File: config.mk
export PLATFORM = sky130hd
export DESIGN_NAME = rom_bank_controller_top
export DESIGN_NICKNAME = d
export VERILOG_FILES = /design/src/hdl/rbc_pkg.sv /design/src/hdl/rbc_bank_regs.sv /design/src/hdl/rbc_mapper.sv /design/src/hdl/rom_bank_controller_top.sv
export SDC_FILE = /design/constraint.sdc
export NUM_CORES = 1
export LEC_CHECK = 0
export ABC_AREA = 1
export BUFFER_PORTS_ARGS = -buffer_cell sky130_fd_sc_hd__buf_2
export CAP_MARGIN = 0
export CORE_MARGIN = 5
export CORE_UTILIZATION = 50
export DETAILED_ROUTE_END_ITERATION = 10
export GPL_TIMING_DRIVEN = 0
export PLACE_DENSITY_LB_ADDON = 0.2
export SETUP_SLACK_MARGIN = 0.3
export SLEW_MARGIN = 30
export SYNTH_ARGS = -nofsm -noshare
export SYNTH_HDL_FRONTEND = slang
export SYNTH_SLANG_ARGS = --single-unit
File: constraint.sdc
create_clock -name clk -period 1.8 [get_ports clk]
set_clock_uncertainty 0.2 [all_clocks]
set_input_delay 0.09 -clock clk [delete_from_list [all_inputs] [get_ports clk]]
set_output_delay 0.09 -clock clk [all_outputs]
set_load 0.03 [all_outputs]
File: src/hdl/rbc_pkg.sv
`timescale 1ns / 1ps

package rbc_pkg;

  // Field and register widths
  localparam int unsigned ADDR_W      = 16;
  localparam int unsigned DATA_W      = 8;
  localparam int unsigned OFFSET_W    = 21;
  localparam int unsigned BANK_W      = 7;
  localparam int unsigned BANK_LO_W   = 5;
  localparam int unsigned SIZE_W      = 3;
  localparam int unsigned BANK_SHIFT  = 14;      // 16 KB banks
  localparam int unsigned CFG_DATA_W  = 3;
  localparam int unsigned CFG_INDEX_W = 1;

  // Stream widths, padded to whole bytes
  localparam int unsigned S_TDATA_W = 24;
  localparam int unsigned M_TDATA_W = 24;

  localparam int unsigned ROM_OFFSET_BITS_DEF = 21;

  // Configuration register indexes
  localparam logic [CFG_INDEX_W-1:0] CFG_ROM_SIZE  = 1'b0;
  localparam logic [CFG_INDEX_W-1:0] CFG_BOOT_VIS  = 1'b1;

  // Access kinds
  localparam logic FUNC_READ  = 1'b0;
  localparam logic FUNC_WRITE = 1'b1;

  // ROM size codes
  localparam logic [SIZE_W-1:0] SIZE_64K  = 3'd1;
  localparam logic [SIZE_W-1:0] SIZE_128K = 3'd2;
  localparam logic [SIZE_W-1:0] SIZE_256K = 3'd3;
  localparam logic [SIZE_W-1:0] SIZE_1M   = 3'd5;
  localparam logic [SIZE_W-1:0] SIZE_2M   = 3'd6;

  localparam logic [ADDR_W-1:0] BOOT_END = 16'h0100;

  // Address regions of the cartridge ROM window
  typedef enum logic [2:0] {
    RGN_ROM0,     // 0x0000-0x1FFF
    RGN_BANK_LO,  // 0x2000-0x3FFF
    RGN_BANK_HI,  // 0x4000-0x5FFF
    RGN_MODE,     // 0x6000-0x7FFF
    RGN_OUTSIDE   // 0x8000 and above
  } region_t;

  // Bank state shared between update and mapping logic
  typedef struct packed {
    logic [BANK_W-1:0] rom_bank;
    logic [BANK_W-1:0] zero_area_bank;
    logic              bank_mode;
  } bank_state_t;

  function automatic region_t addr_region(input logic [ADDR_W-1:0] addr);
    region_t r;
    if (addr[15]) begin
      r = RGN_OUTSIDE;
    end else begin
      case (addr[14:13])
        2'd0:    r = RGN_ROM0;
        2'd1:    r = RGN_BANK_LO;
        2'd2:    r = RGN_BANK_HI;
        default: r = RGN_MODE;
      endcase
    end
    return r;
  endfunction

endpackage

File: src/hdl/rbc_bank_regs.sv
`timescale 1ns / 1ps

module rbc_bank_regs (
  input  logic                         clk,
  input  logic                         rst,
  input  logic [rbc_pkg::SIZE_W-1:0]   rom_size_code,
  input  logic                         update,
  input  logic                         func,
  input  logic [rbc_pkg::ADDR_W-1:0]   bus_address,
  input  logic [rbc_pkg::DATA_W-1:0]   write_data,
  output rbc_pkg::bank_state_t         state
);
  import rbc_pkg::*;

  bank_state_t state_next;
  logic [BANK_LO_W-1:0] lo_mask;
  logic [BANK_LO_W-1:0] lo_bits;
  logic [1:0]           up_bits;

  // Select low-bank mask by ROM size
  always_comb begin
    case (rom_size_code)
      SIZE_64K:  lo_mask = 5'h03;
      SIZE_128K: lo_mask = 5'h07;
      SIZE_256K: lo_mask = 5'h0F;
      default:   lo_mask = 5'h1F;
    endcase
  end

  // Map zero to bank one; otherwise mask
  assign lo_bits = (write_data[BANK_LO_W-1:0] == '0) ? 5'h01
                                                   : (write_data[BANK_LO_W-1:0] & lo_mask);

  // Upper bank bits exist only from 1 MB up; the second one only from 2 MB up
  always_comb begin
    if (rom_size_code < SIZE_1M) begin
      up_bits = 2'b00;
    end else if (rom_size_code < SIZE_2M) begin
      up_bits = {1'b0, write_data[0]};
    end else begin
      up_bits = write_data[1:0];
    end
  end

  // Compute next bank state for a write
  always_comb begin
    state_next = state;
    if (func == FUNC_WRITE) begin
      case (addr_region(bus_address))
        RGN_BANK_LO: state_next.rom_bank = {state.rom_bank[BANK_W-1:BANK_LO_W], lo_bits};
        RGN_BANK_HI: begin
          state_next.rom_bank = {up_bits, state.rom_bank[BANK_LO_W-1:0]};
          if (state.bank_mode) begin
            state_next.zero_area_bank = {up_bits, {BANK_LO_W{1'b0}}};
          end
        end
        RGN_MODE:    state_next.bank_mode = write_data[0];
        default:     ;
      endcase
    end
  end

  // Hold bank state; advance on each processed transaction
  always_ff @(posedge clk) begin
    if (rst) begin
      state.rom_bank       <= 7'd1;
      state.zero_area_bank <= '0;
      state.bank_mode      <= 1'b0;
    end else if (update) begin
      state <= state_next;
    end
  end

endmodule

File: src/hdl/rbc_mapper.sv
`timescale 1ns / 1ps

module rbc_mapper #(
  parameter int unsigned ROM_OFFSET_BITS = rbc_pkg::ROM_OFFSET_BITS_DEF
) (
  input  rbc_pkg::bank_state_t           state,
  input  logic                           boot_rom_visible,
  input  logic                           func,
  input  logic [rbc_pkg::ADDR_W-1:0]     bus_address,
  output logic                           handled,
  output logic [rbc_pkg::OFFSET_W-1:0]   rom_offset
);
  import rbc_pkg::*;

  localparam logic [OFFSET_W-1:0] OFFSET_MASK =
    OFFSET_W'((64'd1 << ROM_OFFSET_BITS) - 64'd1);

  region_t rgn;
  logic [OFFSET_W-1:0] raw_offset;
  logic boot_hit;

  assign rgn      = addr_region(bus_address);
  assign boot_hit = boot_rom_visible && (bus_address < BOOT_END);

  // Bank number forms the high bits, in-bank address the low bits
  always_comb begin
    if (bus_address[BANK_SHIFT]) begin
      raw_offset = {state.rom_bank, bus_address[BANK_SHIFT-1:0]};
    end else if (state.bank_mode) begin
      raw_offset = {state.zero_area_bank, bus_address[BANK_SHIFT-1:0]};
    end else begin
      raw_offset = {{BANK_W{1'b0}}, bus_address[BANK_SHIFT-1:0]};
    end
  end

  // Decide interception and drive offset only for handled reads
  always_comb begin
    handled    = 1'b0;
    rom_offset = '0;
    if (func == FUNC_WRITE) begin
      handled = (rgn == RGN_BANK_LO) || (rgn == RGN_BANK_HI) || (rgn == RGN_MODE);
    end else if (!boot_hit && (rgn != RGN_OUTSIDE)) begin
      handled    = 1'b1;
      rom_offset = raw_offset & OFFSET_MASK;
    end
  end

endmodule

File: src/hdl/rom_bank_controller_top.sv
`timescale 1ns / 1ps
// Pipeline: an accepted transaction is captured in the input register, then
// its result in the result register, which holds it for the master handshake.
// Throughput: one transaction per cycle unless m_tready stalls the result
// register; the bank registers are read and updated in the single compute
// stage between the input and result registers.
// Reset (rst, synchronous): both stages empty, rom_bank = 1,
// zero_area_bank = 0, ROM mode, rom_size_code = 0, boot_rom_visible = 1.

module rom_bank_controller_top #(
  parameter int unsigned ROM_OFFSET_BITS = rbc_pkg::ROM_OFFSET_BITS_DEF
) (
  input  logic                              clk,
  input  logic                              rst,
  // configuration write port
  input  logic                              cfg_we,
  input  logic [rbc_pkg::CFG_INDEX_W-1:0]   cfg_index,
  input  logic [rbc_pkg::CFG_DATA_W-1:0]    cfg_data,
  // slave side
  input  logic                              s_tvalid,
  output logic                              s_tready,
  input  logic [rbc_pkg::S_TDATA_W-1:0]     s_tdata,   // [15:0] bus_address, [23:16] write_data
  input  logic                              s_tuser,   // [0] func
  // master side
  output logic                              m_tvalid,
  input  logic                              m_tready,
  output logic [rbc_pkg::M_TDATA_W-1:0]     m_tdata,   // [20:0] rom_offset, [23:21] zero
  output logic                              m_tuser    // [0] handled
);
  import rbc_pkg::*;

  logic [SIZE_W-1:0]   rom_size_code;
  logic                boot_rom_visible;

  logic                in_valid;
  logic                in_func;
  logic [ADDR_W-1:0]   in_addr;
  logic [DATA_W-1:0]   in_data;

  logic                out_ready;
  logic                advance;
  bank_state_t         state;
  logic                handled;
  logic [OFFSET_W-1:0] rom_offset;

  // Write configuration registers
  always_ff @(posedge clk) begin
    if (rst) begin
      rom_size_code    <= '0;
      boot_rom_visible <= 1'b1;
    end else if (cfg_we) begin
      case (cfg_index)
        CFG_ROM_SIZE: rom_size_code    <= cfg_data[SIZE_W-1:0];
        CFG_BOOT_VIS: boot_rom_visible <= cfg_data[0];
        default:      ;
      endcase
    end
  end

  // Pipeline flow control
  assign out_ready = !m_tvalid || m_tready;
  assign advance   = in_valid && out_ready;
  assign s_tready  = !in_valid || out_ready;

  // Input register
  always_ff @(posedge clk) begin
    if (rst) begin
      in_valid <= 1'b0;
    end else if (s_tready) begin
      in_valid <= s_tvalid;
    end
  end

  always_ff @(posedge clk) begin
    if (s_tvalid && s_tready) begin
      in_func <= s_tuser;
      in_addr <= s_tdata[ADDR_W-1:0];
      in_data <= s_tdata[ADDR_W+DATA_W-1:ADDR_W];
    end
  end

  rbc_bank_regs u_bank_regs (
    .clk           (clk),
    .rst           (rst),
    .rom_size_code (rom_size_code),
    .update        (advance),
    .func          (in_func),
    .bus_address   (in_addr),
    .write_data    (in_data),
    .state         (state)
  );

  rbc_mapper #(
    .ROM_OFFSET_BITS (ROM_OFFSET_BITS)
  ) u_mapper (
    .state            (state),
    .boot_rom_visible (boot_rom_visible),
    .func             (in_func),
    .bus_address      (in_addr),
    .handled          (handled),
    .rom_offset       (rom_offset)
  );

  // Result register
  always_ff @(posedge clk) begin
    if (rst) begin
      m_tvalid <= 1'b0;
    end else if (out_ready) begin
      m_tvalid <= in_valid;
    end
  end

  always_ff @(posedge clk) begin
    if (advance) begin
      m_tdata <= {{(M_TDATA_W-OFFSET_W){1'b0}}, rom_offset};
      m_tuser <= handled;
    end
  end

endmodule

Word level (Yosys, flattened, before mapping)
Index checks and enable logic that the tools add are counted.
- mux-type cells: 12
- $lt $le $gt $ge: 3
- reductions and logical operators: 20
- bitwise operators: 5
- equality and inequality tests: 12
- operator list (operator ; count):
    $mux 21 ; 2
    $eq 3x2->1 const B ; 6
    $lt 16x9->1 const B ; 1
    $pmux 5 s3 ; 1
    $pmux 7 s2 ; 1
    $reduce_and 4->1 ; 3
    $eq 3x1->1 const B ; 3
    $lt 3x3->1 const B ; 2
    $mux 3 ; 2
    $pmux 2 s3 ; 1
    $and 5x5->5 ; 1
    $logic_not 5->1 ; 1
    $mux 5 ; 1
    $logic_and 1x1->1 ; 4
    $logic_or 1x1->1 ; 4
    $mux 2 ; 2
    $not 1->1 ; 4
    $reduce_and 2->1 ; 2
    $logic_not 1->1 ; 3
    $ne 3x3->1 const B ; 1
    $reduce_and 3->1 ; 1
    $eq 2x1->1 const B ; 1
    $eq 2x2->1 const B ; 1
    $logic_not 2->1 ; 1
    other kinds (2) ; 3
- word-level logic and storage cells: 65
- bits of input ports: 34
- register bits: 60
- output and inout bits: 27

Depth between registers and ports, before layout
Gate-level depths: netlist of the first run.
- depth in word-level cells: 7
- mapped depth: 7
- gate-level depth less buffers: 7

Hierarchy
A second synthesis of the first run with hierarchy kept.
- cells, all modules: 239
- area total of the unflattened synthesis: 2578.7 um^2
- modules (own cells, without submodules) (module ; times used ; sequential area each (um^2) ; area an instance (um^2) ; cells each):
    rom_bank_controller_top ; 1 ; 1531.5 ; 1695.4 ; 90
    rbc_bank_regs ; 1 ; 200.2 ; 575.6 ; 83
    rbc_mapper ; 1 ; 0.0 ; 307.8 ; 66

Worst setup path after synthesis of the first run
No wires, ideal clock.
- path kind: flip-flop to flip-flop
- start: register m_tvalid
- end: register in_addr[0], enable pin
- library setup time: 0.377 ns
- stages on the path, launching flop included: 4
- setup slack: -0.108 ns
- arrival time: 1.331 ns
- cells stage by stage: dfxtp_1 -> nand3_1 -> nand2_1 -> inv_1
- longest elaborated chain between the ends: 4
- ends and longest elaborated chain (element ; line ; source):
    from (decl) ; rom_bank_controller_top.sv:25 ; output logic m_tvalid,
    from (signal assigned) ; rom_bank_controller_top.sv:109 ; m_tvalid <= in_valid;
    $logic_not 1->1 ; rom_bank_controller_top.sv:61 ; assign out_ready = !m_tvalid || m_tready;
    $logic_or 1x1->1 ; rom_bank_controller_top.sv:61 ;
    $logic_or 1x1->1 ; rom_bank_controller_top.sv:63 ; assign s_tready = !in_valid || out_ready;
    named net s_tready ; rom_bank_controller_top.sv:21 ; output logic s_tready,
    $logic_and 1x1->1 ; rom_bank_controller_top.sv:75 ; if (s_tvalid && s_tready) begin
    to (signal assigned) ; rom_bank_controller_top.sv:77 ; in_addr <= s_tdata[ADDR_W-1:0];
    to (decl) ; rom_bank_controller_top.sv:37 ; logic [ADDR_W-1:0] in_addr;
The timed path passes the listed nets, and every way through them passes these cells.
A chain may end at the register's enable or synchronous reset.

Worst setup path in the final report of the first run
- start: register in_addr[8]
- end: register m_tdata[9] in the netlist's numbering (data pin)
- longest elaborated chain between the ends: 6
- ends and longest elaborated chain (element ; line ; source):
    $lt 16x9->1 ; rbc_mapper.sv:23 ; assign boot_hit = boot_rom_visible && (bus_address < BOOT_END);
    $logic_and 1x1->1 ; rbc_mapper.sv:23 ;
    $logic_not 1->1 ; rbc_mapper.sv:42 ; end else if (!boot_hit && (rgn != RGN_OUTSIDE)) begin
    $logic_and 1x1->1 ; rbc_mapper.sv:42 ;
    $not 1->1 (no line) ; n/a ;
    $reduce_or 2->1 (no line) ; n/a ;
    to (signal assigned) ; rom_bank_controller_top.sv:115 ; m_tdata <= {{(M_TDATA_W-OFFSET_W){1'b0}}, rom_offset};
    to (decl) ; rom_bank_controller_top.sv:27 ; output logic [rbc_pkg::M_TDATA_W-1:0] m_tdata,
Every way passes these cells.

==> impl_metrics.ini, run 1 <==
[status]
status = finished, violations left
violations = negative hold slack

[synth]
yosys-top-cells-area = edfxtp_1, dfxtp_1, nand2_1, nor2_1, inv_1
synth-simple-area-share_pct = 19.0
ys_seq_elements = 60
seq_area_frac_synth_pct = 69.6
async_flop_share_pct = 0
synth_area_leader_cell = edfxtp_1
yosys.area_share.adder_pct = 0
synth.most_common_cell = edfxtp_1
synth_edf_count = 44
syn_avg_cell_area_um2 = 11.0
synth_top_area_share_pct = 56.0
synthCells = 215
synth_top_family_by_area = simple AND/OR/NAND/NOR gates
ys.flop_type = edfxtp_1
synth_xor_area_share_pct = 0
ys_warn_count = 0
synth.top_cells.by_count = edfxtp_1, nand2_1, nor2_1, inv_1, dfxtp_1
synth_compound_area_share_pct = 3.87
synth_area_um2 = 2360
synthMuxAreaShare_pct = 0
ys_types = 22

[detailed_routing]
wl_per_cell_um = 11.9
num_vias = 1744
firstDrtPassIters = 4
drc = 0
antenna_left = 0
vias_per_cell = 4.53
drt-initial-drc-count = 57
drt_wl_total_um = 4580

[clock_network]
clkTransAtPathRegs_ns = 0.06
insertion_delay_ns = 0.33
htreeDepth = 3
cts_tree = built
postCtsHoldBufs = 31
cts_buffer_depth = 2
cts_buffers = 9
root_buffer = clkbuf_8
clock-sinks = 60

[sta]
fmax_ghz = 0.676
rsz0062_at_grt = true
whs_ns = -0.0981
setup_viol = 0
fin_crit_ns = 1.48
slew_viol_final = 0
finalSetupTns_ns = 0
hold_viol_final = 1
finalCritPeriodShare_pct = 82.2

[setup_path]
cpPeakStageDelay_ns = 0.38
startpoint_type = flop
critPathArrivalTime_ns = 1.37
end_kind = flop
path_cells = inv_2, nand4_1, o21ai_4, buf_12, nor2_2
startpoint = in_addr[8]
r2r-start = in_addr[8]
r2r_cells = 5
cp_max_fo = 10
r2r_setup_slack_ns = 0.32
crit_type = reg2reg
cp_slowest_cell = edfxtp_1
timing.rr.end = m_tdata[9]
required_ns = 1.69

[place]
dp_hpwl_um = 2760
postPlaceCellArea_um2 = 2750
io_buffers = 54
place.gp.congestion = 0.831

[grt]
grt_use_total_pct = 16.9
grt_max_degree = 12
antenna_found_initial = 0
grt_pass1_vias = 1825
grt_pass1_wl_um = 7800
grt.overflow.total = 0

[hold_path]
hold_start = m_tready
min_delay_path_depth = 4
hold_path_class = in2reg
hold_end = in_valid

[floorplanning]
die-area_um2 = 6190
fp-row-count = 25
die_x_um = 78.7
dieHeight_um = 78.7
core_area_um2 = 4660
initial_utilization_pct = 50.6
num_io_pins = 61

[layout]
fillers = 327
fin_nets = 360
final_util_pct = 72.9
register_area_um2 = 1650
syn_to_final_growth_pct = 44.1
final_layout_size_suffix_gt1_share_pct = 36.9
antenna_cells = 0
fin_area_um2 = 3400
multiInputGateArea_um2 = 618

[job]
maxCapViolations = 0

[power]
ir_drop_mv = 0.562
powerDensity_nw_per_um2 = 935
p_leak_nw = 1.44
-- worst max path at each step --
stage | cells after the start | endpoint
after floorplan | 5 | m_tuser
after global placement | 5 | m_tuser
after detailed placement | 5 | m_tdata[9]
after CTS | 3 | m_tdata[7]
after global routing | 6 | u_bank_regs.state[9]
final | 5 | m_tdata[9]
-- cell type report --
class                           count  area share, %
Timing Repair Buffer               96           19.5
Clock inverter                      6           2.32
Tap cell                           54           1.99
Buffer                              5           1.40
Timing Repair inverter              2          0.442
Multi-Input combinational cell    118           18.2
Inverter                           34           3.97
Sequential cell                    60           48.4
Clock buffer                       10           3.75
-- where the power goes --
part | internal [mW] | switching (mW) | total, mW
Clock | 0.767 | 0.485 | 1.25
Combinational | 0.145 | 0.198 | 0.343
Sequential | 1.56 | 0.0284 | 1.58
Total | 2.47 | 0.711 | 3.18
-- critical path, delay by kind of cell, from the launching register on --
| kind | cells | cell delay (ns) |
|---|---|---|
| AOI/OAI and AO/OA | 1 | 0.24 |
| and+or+nand+nor | 2 | 0.17 |
| buffers and inverters | 2 | 0.25 |
| DFF | 1 | 0.38 |
-- metrics by stage --
step | hold slack, ns | worst slack [ns] | instances | power [mW]
finish | -0.0981 | 0.321 | 385 | 3.18
detailed placement | 0.0681 | 0.120 | 325 | 1.87
global placement | 0.0668 | 0.143 | 325 | 1.86
floorplan | -0.0506 | 0.260 | 217 | 1.78
CTS | -0.128 | 0.241 | 382 | 3.20
global route | -0.0668 | 0.219 | 385 | 3.31
-- cells by family (layout without fill, tap and decap cells) --
logic type	Yosys count	count (layout)
simple gates	100	100
flops	60	60
buf+inv	39	153
compound gates	15	15
other cells	1	3
-- registers in the layout (all words and copies together), names as in the netlist --
name	flops
m_tdata	21
u_bank_regs.state	10
in_addr	16
in_func	1
in_data	5
m_tuser	1
in_valid	1
m_tvalid	1
rom_size_code	3
boot_rom_visible	1
-- cell usage in the layout, fill, tap and decap left out, types with 2 or more instances in the layout --
cell / instances
conb_1: 3
clkbuf_8: 9
nor2_4: 2
nand4_1: 2
inv_1: 26
nand2_1: 32
nand2_4: 2
o21ai_0: 7
nand3_2: 2
clkinvlp_4: 4
dlygate4sd3_1: 30
nand2_2: 2
inv_2: 6
buf_2: 54
a21oi_1: 5
nand3_1: 12
edfxtp_1: 44
clkinv_2: 3
nor2_2: 15
buf_4: 14
dfxtp_1: 15
nor2_1: 28
bufinv_16: 2
-- layer usage --
layer | track usage [%] | vias to the layer above | part of all wire [%] | routed length, µm
li1 | - | 914 | - | -
met1 | 18.1 | 761 | 42 | 1910
met2 | 28.6 | 54 | 50 | 2290
met3 | 4.54 | 15 | 5.6 | 256
met4 | 12.1 | 0 | 2.7 | 123
met5 | 0 | - | 0 | 0
-- timing repair --
item,4_1_cts,5_1_grt
endpoints found under the hold margin,29,1
endpoints found under the setup margin,63,57
resized for setup,2,19
buffers inserted,8,4
pin swaps,1,4
cloned,2,0
(Power assumes the default switching activity.)
==> run 2: changes to the inputs <==
Settings changed: CORE_UTILIZATION 50 to 47.
Clock period 1.8 ns to 1.3 ns, I/O delays scaled along.
==> impl_metrics.ini, run 2 (synthesized netlist as in run 1, its figures left out) <==
[hold_path]
hold_path_class = in2reg
min_delay_path_depth = 4
hold_start = s_tvalid
hold_end = in_valid

[detailed_routing]
drt_wl_total_um = 5980
wl_per_cell_um = 14.5
antenna_left = 0
firstDrtPassIters = 5
vias_per_cell = 4.75
drc = 0
num_vias = 1956
drt-initial-drc-count = 107

[grt]
grt_use_total_pct = 18.0
grt.overflow.total = 0
grt_max_degree = 12
grt_pass1_wl_um = 8530
grt_pass1_vias = 1867
antenna_found_initial = 0

[clock_network]
cts_buffers = 9
clock-sinks = 60
htreeDepth = 3
root_buffer = clkbuf_8
cts_tree = built
clkTransAtPathRegs_ns = 0.06
cts_buffer_depth = 2
insertion_delay_ns = 0.34

[place]
place_inst = 338
dp_hpwl_um = 2900
io_buffers = 54
place.gp.congestion = 0.791
post-place-ws_ns = -0.402

[power]
p_leak_nw = 1.60
totalPowerFinal_mw = 4.24
p_sw_mw = 1.10
combPwrFrac_pct = 15.1
switching_share_pct = 25.9
pwr-share-clk_pct = 32.7
ir_drop_mv = 0.906
internal_power_mw = 3.14
powerDensity_nw_per_um2 = 1100
seq_power_share_pct = 52.2

[status]
violations = negative hold slack, negative setup slack
status = finished, violations left

[layout]
largest_reg_flops = 21
final_common_cell = edfxtp_1
final_layout_size_suffix_gt1_share_pct = 44.3
antenna_cells = 0
layout.cells.non_filler = 412
syn_to_final_growth_pct = 62.9
fin_nets = 374
reg_top3 = m_tdata: 21 flops, in_addr: 16 flops, u_bank_regs.state: 10 flops
regMostFlops = m_tdata
layout_common_cells = edfxtp_1, buf_6, nand2_1, buf_2, dlygate4sd3_1

[setup_path]
end_kind = flop
r2r-start = in_addr[10]
cpPeakStageDelay_ns = 0.40
crit_type = reg2reg
cp_max_fo = 10
path_buf_inv = 2
critPathArrivalTime_ns = 1.46
cp_slowest_cell = edfxtp_1
path_cells = inv_1, nand4_1, o21ai_4, buf_12, nand2_4
r2r_cells = 5
required_ns = 1.19
startpoint_type = flop
crit_family = flip-flops
cp_num_cells = 5
r2r_setup_slack_ns = -0.27
timing.rr.end = m_tuser

[sta]
hold_viol_final = 1
whs_ns = -0.0660
slew_viol_final = 0
setup_slack_ns = -0.274
fin_crit_ns = 1.57
rsz0062_at_grt = true
finalSetupTns_ns = -9.15
fmax_ghz = 0.635
finalCritPeriodShare_pct = 121
setup_viol = 69

[job]
maxCapViolations = 0

[floorplanning]
die_x_um = 80.9
fp-row-count = 25
core_area_um2 = 4790
num_io_pins = 61
initial_utilization_pct = 49.3
die-area_um2 = 6540
dieHeight_um = 80.9
[run 2: changes by cell type in the layout (fill, tap and decap cells not counted), sizes merged]
cell / before / now
clkinvlp: 4 / 6
clkbuf: 11 / 10
buf: 70 / 86
clkinv: 4 / 5
bufinv: 2 / 0
dlygate4sd3: 30 / 28
[run 2: final cells by class]
type	count	area (µm²)
Multi-Input combinational cell	118	717
Tap cell	67	83.8
Clock buffer	10	128
Buffer	5	50.0
Fill cell	278	942
Timing Repair Buffer	109	1030
Sequential cell	60	1650
Inverter	34	135
Clock inverter	6	31.3
Timing Repair inverter	3	22.5
[run 2: what timing repair did]
item | CTS | global route
setup buffers | 15 | 11
setup endpoints to repair | 101 | 105
endpoints found under the hold margin | 29 | 7
pin swaps | 10 | 15
hold buffers | 28 | 3
gates cloned | 4 | 0
resized for setup | 77 | 28
[run 2: metrics by stage]
step                utilization (%)  cell area [µm²]
finish                         80.3             3840
global route                   80.3             3840
CTS                            76.7             3670
detailed placement             58.1             2780
global placement               58.1             2780
floorplan                         -             2430
[run 2: power groups by stage]
| stage | clock, mW | combinational [mW] | sequential, mW |
|---|---|---|---|
| final | 1.39 | 0.639 | 2.21 |
| after global routing | 1.49 | 0.681 | 2.22 |
| after CTS | 1.39 | 0.575 | 2.20 |
| after detailed placement | 0 | 0.358 | 2.24 |
| after global placement | 0 | 0.352 | 2.24 |
| after floorplan | 0 | 0.170 | 2.31 |
[run 2: how the worst max path moves through the flow]
stage / start / endpoint
after CTS: in_addr[14] / m_tuser
final: in_addr[10] / m_tuser
after detailed placement: in_addr[14] / m_tuser
after global placement: in_addr[14] / m_tuser
after floorplan: in_addr[14] / m_tuser
after global routing: in_addr[10] / m_tuser
[run 2: worst reg2reg max path: cells and delay by family (launching register included)]
kind	cells	cell delay, ns
flops	1	0.40
compound gates	1	0.24
simple gates	2	0.21
buf+inv	2	0.29
[run 2: metal layers]
| metal | GRT usage, % | routed length, µm | vias up |
|---|---|---|---|
| li1 | - | - | 951 |
| met1 | 20.8 | 2300 | 914 |
| met2 | 30.6 | 3250 | 74 |
| met3 | 4.55 | 287 | 17 |
| met4 | 9.63 | 131 | 0 |
| met5 | 0 | 0 | - |
